## config.mk

```make
export PLATFORM = sky130hd
export DESIGN_NAME = sliding_window_pair_sum_check
export DESIGN_NICKNAME = d
export VERILOG_FILES = /design/src/swpsc_pkg.sv /design/src/swpsc_ram.sv /design/src/swpsc_dp.sv /design/src/swpsc_ctrl.sv /design/src/sliding_window_pair_sum_check.sv
export VERILOG_INCLUDE_DIRS = /design/src /design/src/src
export SDC_FILE = /design/constraint.sdc
export NUM_CORES = 2
export LEC_CHECK = 0
export BUFFER_PORTS_ARGS = -buffer_cell sky130_fd_sc_hd__buf_4
export CAP_MARGIN = 20
export CORE_MARGIN = 2
export CORE_UTILIZATION = 30
export DETAILED_ROUTE_END_ITERATION = 10
export SLEW_MARGIN = 0
export SYNTH_ARGS = -nofsm -noshare
export SYNTH_HDL_FRONTEND = slang
export SYNTH_SLANG_ARGS = --single-unit
```

## constraint.sdc

```tcl
create_clock -name clk_i -period 9 [get_ports clk_i]
set_input_delay 0.9 -clock clk_i [delete_from_list [all_inputs] [get_ports clk_i]]
set_output_delay 0.9 -clock clk_i [all_outputs]
set_load 0.05 [all_outputs]
```

## src/assert_macros.svh

```systemverilog
// Assertion helpers shared by the RTL files. Every use samples on clk_i and
// is switched off while rst_ni is low.
`ifndef ASSERT_MACROS_SVH
`define ASSERT_MACROS_SVH

// The property must hold at every sampled clock edge.
`define SWPSC_ASSERT(lbl, prop, msg) \
  lbl: assert property (@(posedge clk_i) disable iff (!rst_ni) prop) else $error(msg);

// The condition must never be true at a sampled clock edge.
`define SWPSC_ASSERT_NEVER(lbl, cond, msg) \
  `SWPSC_ASSERT(lbl, !(cond), msg)

`endif

```

## src/swpsc_pkg.sv

```systemverilog
package swpsc_pkg;

  localparam int unsigned WINDOW_DEF = 25;
  localparam int unsigned VALUE_W    = 48;
  localparam int unsigned VERDICT_W  = 2;
  // Cycles between the last window read and a settled hit flag.
  localparam int unsigned DRAIN_CYC  = 2;

  typedef logic [VALUE_W-1:0] value_t;

  typedef enum logic [VERDICT_W-1:0] {
    VERDICT_LOADED  = 2'd0,
    VERDICT_PAIR    = 2'd1,
    VERDICT_NO_PAIR = 2'd2
  } verdict_e;

  typedef enum logic [1:0] {
    ST_IDLE,
    ST_SCAN,
    ST_DRAIN,
    ST_RESULT
  } state_e;

  // Commands from the controller to the datapath.
  typedef struct packed {
    logic take;     // latch the incoming value
    logic rd_en;    // read one window entry for the scan
    logic clr_hit;  // clear the pair-found flag
    logic wr_en;    // write the latched value into the window
    logic emit;     // hand the result to the output register
  } cmd_t;

  // Status from the datapath to the controller.
  typedef struct packed {
    logic hit;      // some scanned entry has a partner in the window
  } status_t;

endpackage

```

## src/swpsc_ram.sv

```systemverilog
module swpsc_ram #(
  parameter int unsigned WIDTH  = 48,
  parameter int unsigned DEPTH  = 25,
  parameter int unsigned ADDR_W = $clog2(DEPTH)
) (
  input  logic              clk_i,
  input  logic              we_i,
  input  logic [ADDR_W-1:0] waddr_i,
  input  logic [WIDTH-1:0]  wdata_i,
  input  logic              re_i,
  input  logic [ADDR_W-1:0] raddr_i,
  output logic [WIDTH-1:0]  rdata_o
);

  logic [WIDTH-1:0] mem_q [DEPTH];
  logic [WIDTH-1:0] rdata_q;

  always_ff @(posedge clk_i) begin
    if (we_i) begin
      mem_q[waddr_i] <= wdata_i;
    end
    if (re_i) begin
      rdata_q <= mem_q[raddr_i];
    end
  end

  assign rdata_o = rdata_q;

endmodule

```

## src/swpsc_dp.sv

```systemverilog
`include "assert_macros.svh"

module swpsc_dp #(
  parameter int unsigned WINDOW = swpsc_pkg::WINDOW_DEF,
  parameter int unsigned IDX_W  = $clog2(WINDOW)
) (
  input  logic                   clk_i,
  input  logic                   rst_ni,
  input  swpsc_pkg::cmd_t        cmd_i,
  input  swpsc_pkg::value_t      value_i,
  input  logic [IDX_W-1:0]       rd_addr_i,
  input  logic [IDX_W-1:0]       wr_addr_i,
  output swpsc_pkg::status_t     status_o,
  output swpsc_pkg::value_t      value_o
);

  import swpsc_pkg::*;

  value_t             value_q;
  value_t             rd_data;
  logic               rd_vld_q;
  logic [IDX_W-1:0]   rd_idx_q;
  logic [VALUE_W:0]   diff;
  value_t             diff_q;
  logic               diff_vld_q;
  logic [IDX_W-1:0]   diff_idx_q;
  value_t             lane_q [WINDOW];
  logic [WINDOW-1:0]  match;
  logic               hit_d;
  logic               hit_q;

  // Scan copy of the window, read one entry per cycle.
  swpsc_ram #(
    .WIDTH  (VALUE_W),
    .DEPTH  (WINDOW),
    .ADDR_W (IDX_W)
  ) u_ram (
    .clk_i   (clk_i),
    .we_i    (cmd_i.wr_en),
    .waddr_i (wr_addr_i),
    .wdata_i (value_q),
    .re_i    (cmd_i.rd_en),
    .raddr_i (rd_addr_i),
    .rdata_o (rd_data)
  );

  always_ff @(posedge clk_i) begin
    if (cmd_i.take) begin
      value_q <= value_i;
    end
    rd_idx_q   <= rd_addr_i;
    diff_q     <= diff[VALUE_W-1:0];
    diff_idx_q <= rd_idx_q;
  end

  // The partner each entry needs; a borrow means no partner can exist.
  assign diff = {1'b0, value_q} - {1'b0, rd_data};

  // Compare lanes: every other window entry checked against the partner value.
  for (genvar k = 0; k < WINDOW; k++) begin : g_lane
    always_ff @(posedge clk_i) begin
      if (cmd_i.wr_en && (wr_addr_i == IDX_W'(k))) begin
        lane_q[k] <= value_q;
      end
    end
    assign match[k] = (lane_q[k] == diff_q) && (diff_idx_q != IDX_W'(k));
  end

  always_comb begin
    hit_d = hit_q;
    if (cmd_i.clr_hit) begin
      hit_d = 1'b0;
    end else if (diff_vld_q && (|match)) begin
      hit_d = 1'b1;
    end
  end

  always_ff @(posedge clk_i or negedge rst_ni) begin
    if (!rst_ni) begin
      rd_vld_q   <= 1'b0;
      diff_vld_q <= 1'b0;
      hit_q      <= 1'b0;
    end else begin
      rd_vld_q   <= cmd_i.rd_en;
      diff_vld_q <= rd_vld_q && !diff[VALUE_W];
      hit_q      <= hit_d;
    end
  end

  assign status_o.hit = hit_q;
  assign value_o      = value_q;

  `SWPSC_ASSERT(a_hit_from_scan, $rose(hit_q) |-> $past(diff_vld_q), "hit set without a scan")

endmodule

```

## src/swpsc_ctrl.sv

```systemverilog
`include "assert_macros.svh"

module swpsc_ctrl #(
  parameter int unsigned WINDOW = swpsc_pkg::WINDOW_DEF,
  parameter int unsigned IDX_W  = $clog2(WINDOW)
) (
  input  logic                  clk_i,
  input  logic                  rst_ni,
  input  logic                  take_i,
  input  logic                  restart_i,
  input  logic                  out_free_i,
  input  swpsc_pkg::status_t    status_i,
  output logic                  ready_o,
  output swpsc_pkg::cmd_t       cmd_o,
  output logic [IDX_W-1:0]      rd_addr_o,
  output logic [IDX_W-1:0]      wr_addr_o,
  output swpsc_pkg::verdict_e   verdict_o
);

  import swpsc_pkg::*;

  localparam int unsigned CNT_W   = $clog2(WINDOW + 1);
  localparam int unsigned DRAIN_W = (DRAIN_CYC > 1) ? $clog2(DRAIN_CYC) : 1;

  state_e             state_d, state_q;
  logic [CNT_W-1:0]   fill_d, fill_q;
  logic [CNT_W-1:0]   fill_n;
  logic [IDX_W-1:0]   oldest_d, oldest_q;
  logic [IDX_W-1:0]   cnt_d, cnt_q;
  logic [DRAIN_W-1:0] drain_d, drain_q;
  logic               load_d, load_q;
  logic [IDX_W-1:0]   wr_idx_d, wr_idx_q;

  always_ff @(posedge clk_i or negedge rst_ni) begin
    if (!rst_ni) begin
      state_q  <= ST_IDLE;
      fill_q   <= '0;
      oldest_q <= '0;
      cnt_q    <= '0;
      drain_q  <= '0;
      load_q   <= 1'b0;
      wr_idx_q <= '0;
    end else begin
      state_q  <= state_d;
      fill_q   <= fill_d;
      oldest_q <= oldest_d;
      cnt_q    <= cnt_d;
      drain_q  <= drain_d;
      load_q   <= load_d;
      wr_idx_q <= wr_idx_d;
    end
  end

  always_comb begin
    state_d   = state_q;
    fill_d    = fill_q;
    oldest_d  = oldest_q;
    cnt_d     = cnt_q;
    drain_d   = drain_q;
    load_d    = load_q;
    wr_idx_d  = wr_idx_q;
    fill_n    = restart_i ? '0 : fill_q;
    cmd_o     = '0;
    ready_o   = 1'b0;
    verdict_o = VERDICT_LOADED;

    unique case (state_q)
      ST_IDLE: begin
        ready_o = 1'b1;
        if (take_i) begin
          cmd_o.take = 1'b1;
          if (restart_i) begin
            oldest_d = '0;
          end
          if (fill_n < CNT_W'(WINDOW)) begin
            // Still filling the window: store without a check.
            load_d   = 1'b1;
            wr_idx_d = fill_n[IDX_W-1:0];
            fill_d   = fill_n + CNT_W'(1);
            state_d  = ST_RESULT;
          end else begin
            load_d        = 1'b0;
            cnt_d         = '0;
            cmd_o.clr_hit = 1'b1;
            state_d       = ST_SCAN;
          end
        end
      end
      ST_SCAN: begin
        cmd_o.rd_en = 1'b1;
        if (cnt_q == IDX_W'(WINDOW - 1)) begin
          drain_d = '0;
          state_d = ST_DRAIN;
        end else begin
          cnt_d = cnt_q + IDX_W'(1);
        end
      end
      ST_DRAIN: begin
        if (drain_q == DRAIN_W'(DRAIN_CYC - 1)) begin
          state_d = ST_RESULT;
        end else begin
          drain_d = drain_q + DRAIN_W'(1);
        end
      end
      ST_RESULT: begin
        if (load_q) begin
          verdict_o = VERDICT_LOADED;
        end else if (status_i.hit) begin
          verdict_o = VERDICT_PAIR;
        end else begin
          verdict_o = VERDICT_NO_PAIR;
        end
        if (out_free_i) begin
          cmd_o.emit  = 1'b1;
          cmd_o.wr_en = load_q || status_i.hit;
          if (!load_q && status_i.hit) begin
            oldest_d = (oldest_q == IDX_W'(WINDOW - 1)) ? '0 : oldest_q + IDX_W'(1);
          end
          state_d = ST_IDLE;
        end
      end
      default: begin
        state_d = ST_IDLE;
      end
    endcase
  end

  assign rd_addr_o = cnt_q;
  assign wr_addr_o = load_q ? wr_idx_q : oldest_q;

  `SWPSC_ASSERT_NEVER(a_fill_range, fill_q > CNT_W'(WINDOW), "fill count beyond window")
  `SWPSC_ASSERT_NEVER(a_oldest_range, oldest_q > IDX_W'(WINDOW - 1), "oldest slot out of range")
  `SWPSC_ASSERT(a_scan_full, (state_q == ST_SCAN) |-> (fill_q == CNT_W'(WINDOW)), "scan before full")

endmodule

```

## src/sliding_window_pair_sum_check.sv

```systemverilog
// Flow: a window-filling beat goes from IDLE straight to RESULT; a checked beat
// passes through SCAN and DRAIN first. Each result then waits in RESULT until
// the output register is free, and no new beat is accepted until then. Once the
// window is full, the pace is set by the scan, which reads one entry per cycle.
// Reset: rst_ni is asynchronous and active low; it empties the window (the next
// WINDOW beats refill it) and drops any pending result. Window data is not cleared.
`include "assert_macros.svh"

module sliding_window_pair_sum_check #(
  parameter int unsigned WINDOW = swpsc_pkg::WINDOW_DEF
) (
  input  logic                            clk_i,
  input  logic                            rst_ni,
  // Input stream.
  input  logic                            s_axis_tvalid,
  output logic                            s_axis_tready,
  input  logic [swpsc_pkg::VALUE_W-1:0]   s_axis_tdata,  // [47:0] sample_value
  input  logic                            s_axis_tuser,  // [0] restart
  // Result stream.
  output logic                            m_axis_tvalid,
  input  logic                            m_axis_tready,
  output logic [swpsc_pkg::VALUE_W-1:0]   m_axis_tdata,  // [47:0] echoed_value
  output logic [swpsc_pkg::VERDICT_W-1:0] m_axis_tuser   // [1:0] verdict
);

  import swpsc_pkg::*;

  localparam int unsigned IDX_W = $clog2(WINDOW);

  cmd_t             cmd;
  status_t          status;
  logic [IDX_W-1:0] rd_addr;
  logic [IDX_W-1:0] wr_addr;
  verdict_e         verdict;
  value_t           value;
  logic             take;
  logic             out_free;

  // Output register: holds one finished result so the next beat can be
  // accepted while the downstream side stalls.
  logic             out_vld_q;
  value_t           out_data_q;
  verdict_e         out_verdict_q;

  assign take     = s_axis_tvalid && s_axis_tready;
  assign out_free = !out_vld_q || m_axis_tready;

  // The controller sequences filling, the scan, the drain of the compare
  // pipeline and the window update.
  swpsc_ctrl #(
    .WINDOW (WINDOW),
    .IDX_W  (IDX_W)
  ) u_ctrl (
    .clk_i      (clk_i),
    .rst_ni     (rst_ni),
    .take_i     (take),
    .restart_i  (s_axis_tuser),
    .out_free_i (out_free),
    .status_i   (status),
    .ready_o    (s_axis_tready),
    .cmd_o      (cmd),
    .rd_addr_o  (rd_addr),
    .wr_addr_o  (wr_addr),
    .verdict_o  (verdict)
  );

  // The datapath holds the window twice: a RAM for the per-cycle scan read
  // and a row of registers that all compare in parallel against the partner
  // value of the entry just read.
  swpsc_dp #(
    .WINDOW (WINDOW),
    .IDX_W  (IDX_W)
  ) u_dp (
    .clk_i     (clk_i),
    .rst_ni    (rst_ni),
    .cmd_i     (cmd),
    .value_i   (s_axis_tdata),
    .rd_addr_i (rd_addr),
    .wr_addr_i (wr_addr),
    .status_o  (status),
    .value_o   (value)
  );

  always_ff @(posedge clk_i or negedge rst_ni) begin
    if (!rst_ni) begin
      out_vld_q <= 1'b0;
    end else if (cmd.emit) begin
      out_vld_q <= 1'b1;
    end else if (m_axis_tready) begin
      out_vld_q <= 1'b0;
    end
  end

  always_ff @(posedge clk_i) begin
    if (cmd.emit) begin
      out_data_q    <= value;
      out_verdict_q <= verdict;
    end
  end

  assign m_axis_tvalid = out_vld_q;
  assign m_axis_tdata  = out_data_q;
  assign m_axis_tuser  = out_verdict_q;

  `SWPSC_ASSERT(a_emit_free, cmd.emit |-> (!out_vld_q || m_axis_tready), "result overwritten")
  `SWPSC_ASSERT_NEVER(a_take_busy, take && !$past(cmd.emit) && cmd.emit, "emit on accept")

endmodule
```

# Word-level counts from Yosys, hierarchy flattened
# Memories as Yosys holds them, arrays and structs flattened. A register that Yosys moved wholly into a read port is not among the register bits.
# Cells that the tools add are included.
# op_classes
addsub	5
magnitude_cmp	1
eq_ne	86
mux	160
n_bitwise	1
n_reduce_logical	99
# op_table
op	n
== test 48 bit	25
2-to-1 mux 48 bit	24
OR reduction 48 bit	24
2-to-1 mux 5 bit	34
2-to-1 mux 1 bit	90
== test 5 bit, second input constant	11
logical AND 1 bit	54
subtractor 48 x 48 -> 49 bit	1
!= test 5 bit, second input constant	9
== test 5 x 4 -> 1 bit, second input constant	8
!= test 5 x 4 -> 1 bit, second input constant	8
OR reduction 25 bit	1
== test 5 x 3 -> 1 bit, second input constant	4
!= test 5 x 3 -> 1 bit, second input constant	4
one-hot mux 5 bit (2 select lines)	2
2-to-1 mux 2 bit	8
adder 5 x 1 -> 5 bit, second input constant	3
== test 5 x 2 -> 1 bit, second input constant	2
!= test 2 bit, second input constant	5
!= test 5 x 2 -> 1 bit, second input constant	2
nonzero test 2 bit	5
one-hot mux 2 bit (4 select lines)	1
AND reduction 4 bit	2
!= test 2 x 1 -> 1 bit, second input constant	3
other kinds (17)	22
# totals
reg_bits	184
ram_bits	2400
input_bits	53
output_inout_bits	52
wordCells	371
memories	2
# memory_table
memory	words	word_bits	read_ports	rd_ports_with_merged_regs	wr	line_no	text
u_dp.lane_q	25	48	25	0	1	swpsc_dp.sv:27	value_t lane_q [WINDOW];
u_dp.u_ram.mem_q	25	48	1	1	1	swpsc_ram.sv:15	logic [WIDTH-1:0] mem_q [DEPTH];

# Depth between registers and ports, before layout
# logic_depth
depth_word	32
ltp_mapped	13
depth_no_buf	13

# Modules after synthesis
# From an unflattened synthesis, not the netlist that was laid out.
# unflattened
hier_cells	5745
hier_area_um2	105434.9
# by_module_without_submodules
mod	n_inst	cells_each	area_each_um2	seq_area_each_um2
swpsc_dp	1	3559	55806.0	38712.1
swpsc_ram	1	1968	46544.6	37475.9
sliding_window_pair_sum_check	1	54	1555.2	1526.5
swpsc_ctrl	1	164	1529.0	600.6

# Worst setup path after synthesis
# Ideal clock, no wire load.
# synth_timing
path_kind	input-to-reg
startpoint	input m_axis_tready
endpoint	memory u_dp.lane_q[1][0] (netlist bit) (enable)
arrival_ns	5.841
t_required_ns	8.427
slack_ns	2.587
stages	3
path_buffers	0
cell_sequence	nand2b_1 -> nand2_1 -> nor4_1
# synth_via
elab_chain_cells	31
# synth_rtl
element	line_no	text
from (decl)	sliding_window_pair_sum_check.sv:21	input logic m_axis_tready,
logical OR 1 bit (*)	sliding_window_pair_sum_check.sv:46	assign out_free = !out_vld_q || m_axis_tready;
2-to-1 mux 2 bit (*)	swpsc_ctrl.sv:113	if (out_free_i) begin
2-to-1 mux 2 bit (*)	swpsc_ctrl.sv:67	unique case (state_q)
logical AND 1 bit	swpsc_dp.sv:62	if (cmd_i.wr_en && (wr_addr_i == IDX_W'(k))) begin
2-to-1 mux 1 bit	swpsc_dp.sv:62	
2-to-1 mux 1 bit (implied by the code)	swpsc_dp.sv:63	lane_q[k] <= value_q;
OR reduction 48 bit (no source line)	n/a	
2-to-1 mux 5 bit (no source line) or 2-to-1 mux 1 bit (tied branches) (24 in series)	n/a	
to (decl)	swpsc_dp.sv:27	
# Every way passes the cells marked *; elsewhere a longest branch is shown, timed or not.

# Worst setup path after layout
# layout_timing
startpoint	register u_dp.value_q[14], in the netlist u_dp.value_o[14]
endpoint	register u_dp.diff_q[39]
# layout_via
elab_chain_cells	1
# layout_rtl
element	line_no	text
from (decl)	swpsc_dp.sv:19	value_t value_q;
from (signal assigned)	swpsc_dp.sv:49	value_q <= value_i;
subtractor 48 x 48 -> 49 bit	swpsc_dp.sv:57	assign diff = {1'b0, value_q} - {1'b0, rd_data};
named net u_dp.diff[39]	swpsc_dp.sv:23	logic [VALUE_W:0] diff;
to (signal assigned)	swpsc_dp.sv:52	diff_q <= diff[VALUE_W-1:0];
to (decl)	swpsc_dp.sv:24	value_t diff_q;
# The timed path passes the listed nets, and every way through them passes these cells.
# A chain may end at the register's enable or synchronous reset.

==> run metrics <==
# fillers 32500; reg-to-reg startpoint u_dp.value_o[14]; crit-path max FO 27; vias per cell 5.30; Final Skew 0.0614 ns; initial antenna violation count 47; data required time of the worst path 9.71 ns; Num CTS Buffers 247; status complete, no violations; TritonCTS sink count 2632; vias in the first global route 55300; HP Class in2reg; worst-margin pin slew 1.21 ns; setup_tns 0 ns; Mean Syn Cell Area 18.7 µm²; Simple-Gate Fraction of Synth Area 3.61%; hold slack 0.150 ns; nets@finish 6055; CP Class reg2reg; Clock Path Buffers 4; largest net degree at the start of global routing 96; GRT overflow 0; number of top-level pins 105; final WL 338 mm; root buffer cell clkbuf_16; TritonCTS clock tree done; fin crit period 4.30 ns; Fmax 233 MHz; post-synthesis mux area share 8.20%; Final ANT Viol Nets 0; EDFF count, synth 2546; syn nets 5759; Cells after Synth 5648; Tot Pwr 37700 µW; wire per inst 31.4 µm; startpoint type of the worst setup path flop; Core Area 0.349 mm²; total setup buffers inserted after CTS 0; FF-to-FF setup slack 4.70 ns; Critical Path AT 5.01 ns; area delta synth->final 14.4%; Initial Util 30.2%; Max Slew Vio Count 0; Yosys reg bits 2632; Inst Count DP 10300; row count 217; Final Hold Viols 0; Die ar. 0.356 mm²; Hold Path Depth 1; Post-Synth XOR/XNOR Area 10.3%; initial DRC count 9238; via count 57000; Post-Synth Adder-Cell Area 0.696%; ys flop type edfxtp_1; Clock Pin Slew Worst Setup and Hold Paths 0.07 ns; main combinational cell family by area after synthesis XOR/XNOR gates; Critical Path End Type flop; Unique masters post-synth 72; ys async rst share 1.06%; Leak 0.0371 µW; post-CTS sizing 0; post-route insts no fill 10800; CP max-delay cell edfxtp_1; maximum vdd drop 0.239 mV; cells along the critical path buf_4 > ha_1 > a21o_1 > a31oi_1 > a221oi_1 > a211oi_2 > nor4_1 > nor3_2 > xnor2_1; sequential fraction of the synthesis area 74.3%; RSZ-0062 raised after global routing no; Synth Area in Compound Gates 1.56%; GPL Wtd Cong 0.857; Pwr Density 313 mW/mm²; first-pass GRT wire length 456 mm; max cap viols 0; Slew headroom 17.4%; reg2reg end u_dp.diff_q[39]; Hold EP u_dp.value_o[31]; cells on worst reg2reg path 9; die height 597 µm; DRT Pass-1 Iters 8; All-Layer GR Usage 18.4%; Post-Syn Area 0.105 mm²; Clk Latency, worst-skew pair 0.92 ns; ratio of cells with drive above 1 in the final layout 18.8%; final setup fails 0; Detail Placement HPWL 178 mm; DRC viols 0; port bufs 104; Hold Crit Start s_axis_tdata[31]; htree depth 4; Tcrit/Tclk final 47.8%; yosys warns 0; CP peak stage delay 0.87 ns; Die Wd 597 µm
state kept, by name (all words and copies together) (netlist names):
register / flops
m_axis_tdata: 48
m_axis_tuser: 2
m_axis_tvalid: 1
u_ctrl.drain_q: 1
u_ctrl.fill_q: 5
u_ctrl.load_q: 1
u_ctrl.oldest_q: 5
u_ctrl.rd_addr_o: 5
u_ctrl.state_q: 2
u_ctrl.wr_idx_q: 5
u_dp.diff_idx_q: 5
u_dp.diff_q: 48
u_dp.diff_vld_q: 1
u_dp.lane_q: 1200
u_dp.rd_idx_q: 5
u_dp.rd_vld_q: 1
u_dp.status_o: 1
u_dp.u_ram.mem_q: 1200
u_dp.u_ram.rdata_o: 48
u_dp.value_o: 48
worst max path at each step:
stage                startpoint  depth (start not counted)                      end  slack [ns]
6_report       u_dp.value_o[14]                          9          u_dp.diff_q[39]        4.70
5_1_grt        u_dp.value_o[14]                          9          u_dp.diff_q[39]        4.47
4_1_cts        u_dp.value_o[14]                          9          u_dp.diff_q[39]        4.87
3_5_place_dp      m_axis_tready                          7  u_dp.u_ram.mem_q[4][30]        4.68
3_3_place_gp    u_dp.value_o[0]                         13          u_dp.diff_q[36]        4.60
2_1_floorplan     m_axis_tready                          3        u_dp.lane_q[1][0]        2.59
layout by cell type, fill, tap and decap left out, types with 6 or more instances in the layout:
cell type  netlist  layout
edfxtp_1      2546    2546
xnor2_1        844     844
xor2_1         397     397
mux4_2         336     336
buf_4            1     291
nand4_1        250     250
clkbuf_16        0     250
nor4_1         141     139
nand2_1        110     110
o21ai_0         85      85
inv_1           77      75
clkinv_1         0      62
a21oi_1         58      57
ha_1            57      56
mux2_2          53      53
clkbuf_1       116      53
mux2i_1         48      48
nor2_4           0      46
clkinv_2         0      46
nor2_1          88      42
dfxtp_2          0      42
nor3_1          27      26
dfrtp_1         28      23
a21o_1          19      19
nand2b_1        19      19
nand3_1         16      16
a31oi_1         16      16
diode_2          0      12
nor2b_1         11      11
clkbuf_8         0      11
bufinv_16        0      10
dfxtp_1         58      10
o21a_1           9       9
o2111ai_1        7       7
a2111oi_0        7       7
and2_1           6       6
buf_16           0       6
dfxtp_4          0       6
timing repair:
item | in CTS | in global routing
endpoints found under the hold margin | 28 | 0
endpoints found under the setup margin | 0 | 0
hold buffers | 1 | 0
report_power, final:
part           internal [µW]  switching [µW]  total (µW)
combinational           4200            7400       11600
clock                   5440            4570       10000
sequential             14700            1450       16100
cells by family (layout without fill, tap and decap cells):
family,Yosys count,count (layout)
and+or+nand+nor,691,691
muxes,437,437
xor gates and xnor gates,1241,1241
buffers and inverters,335,827
adders and majority gates,58,58
AOI/OAI and AO/OA,254,254
other,0,12
DFF,2632,2632
cell type report:
class                   count  area (µm²)  area share, %
inverters                  79         299          0.248
diodes                     12        30.0         0.0249
repair buffers            303        2460           2.04
multi-input cells        2681       26100           21.6
flip-flops and latches   2632       78400           65.0
clock inverters           131         918          0.762
well taps                4599        5750           4.77
clock buffers             314        6610           5.48
per-layer routing:
metal	GRT usage, %	share of wire [%]
met5	0	0.0068
met4	6.83	3.9
met3	3.41	11
met2	28.6	45
met1	25.7	40
worst max-delay path: cells and delay by family, from the launching register on:
kind,cells,cell delay (ns)
xor+xnor,1,0.69
flops,1,0.87
simple gates,2,0.56
fa+ha+maj,1,0.36
compound gates,4,0.90
buf+inv,1,0.69
cell usage after synthesis, drive strengths merged, types with 4 or more instances:
master	n	area share (%)
a21boi	4	0.032
o21ai	88	0.42
nand2	110	0.39
nor2	88	0.31
o32ai	4	0.033
a21o	19	0.14
dfrtp	28	0.66
a31oi	16	0.095
ha	57	0.68
or2	5	0.030
o31a	5	0.042
nor2b	11	0.065
xnor2	844	7.0
and2	6	0.036
or3	4	0.024
mux4	336	7.2
a2111oi	7	0.058
nand4	250	1.5
mux2i	48	0.46
nand2b	20	0.13
o2111ai	7	0.058
xor2	397	3.3
and3	4	0.024
nor3	28	0.14
mux2	53	0.57
dfxtp	58	1.1
clkbuf	116	0.41
nor4	141	0.84
a21oi	59	0.28
buf	140	0.64
a221oi	4	0.051
inv	79	0.28
nand3	17	0.085
o21a	9	0.064
edfxtp	2546	73
a211oi	7	0.059
metrics by stage:
| stage | util, % | instance area [µm²] | setup WS (ns) |
|---|---|---|---|
| after floorplan | - | 105000 | 2.59 |
| after global placement | 32.3 | 113000 | 4.60 |
| after global routing | 34.5 | 121000 | 4.47 |
| after detailed placement | 32.3 | 113000 | 4.68 |
| final | 34.5 | 121000 | 4.70 |
| after CTS | 34.5 | 120000 | 4.87 |
Power figures use the tool's default switching activity.
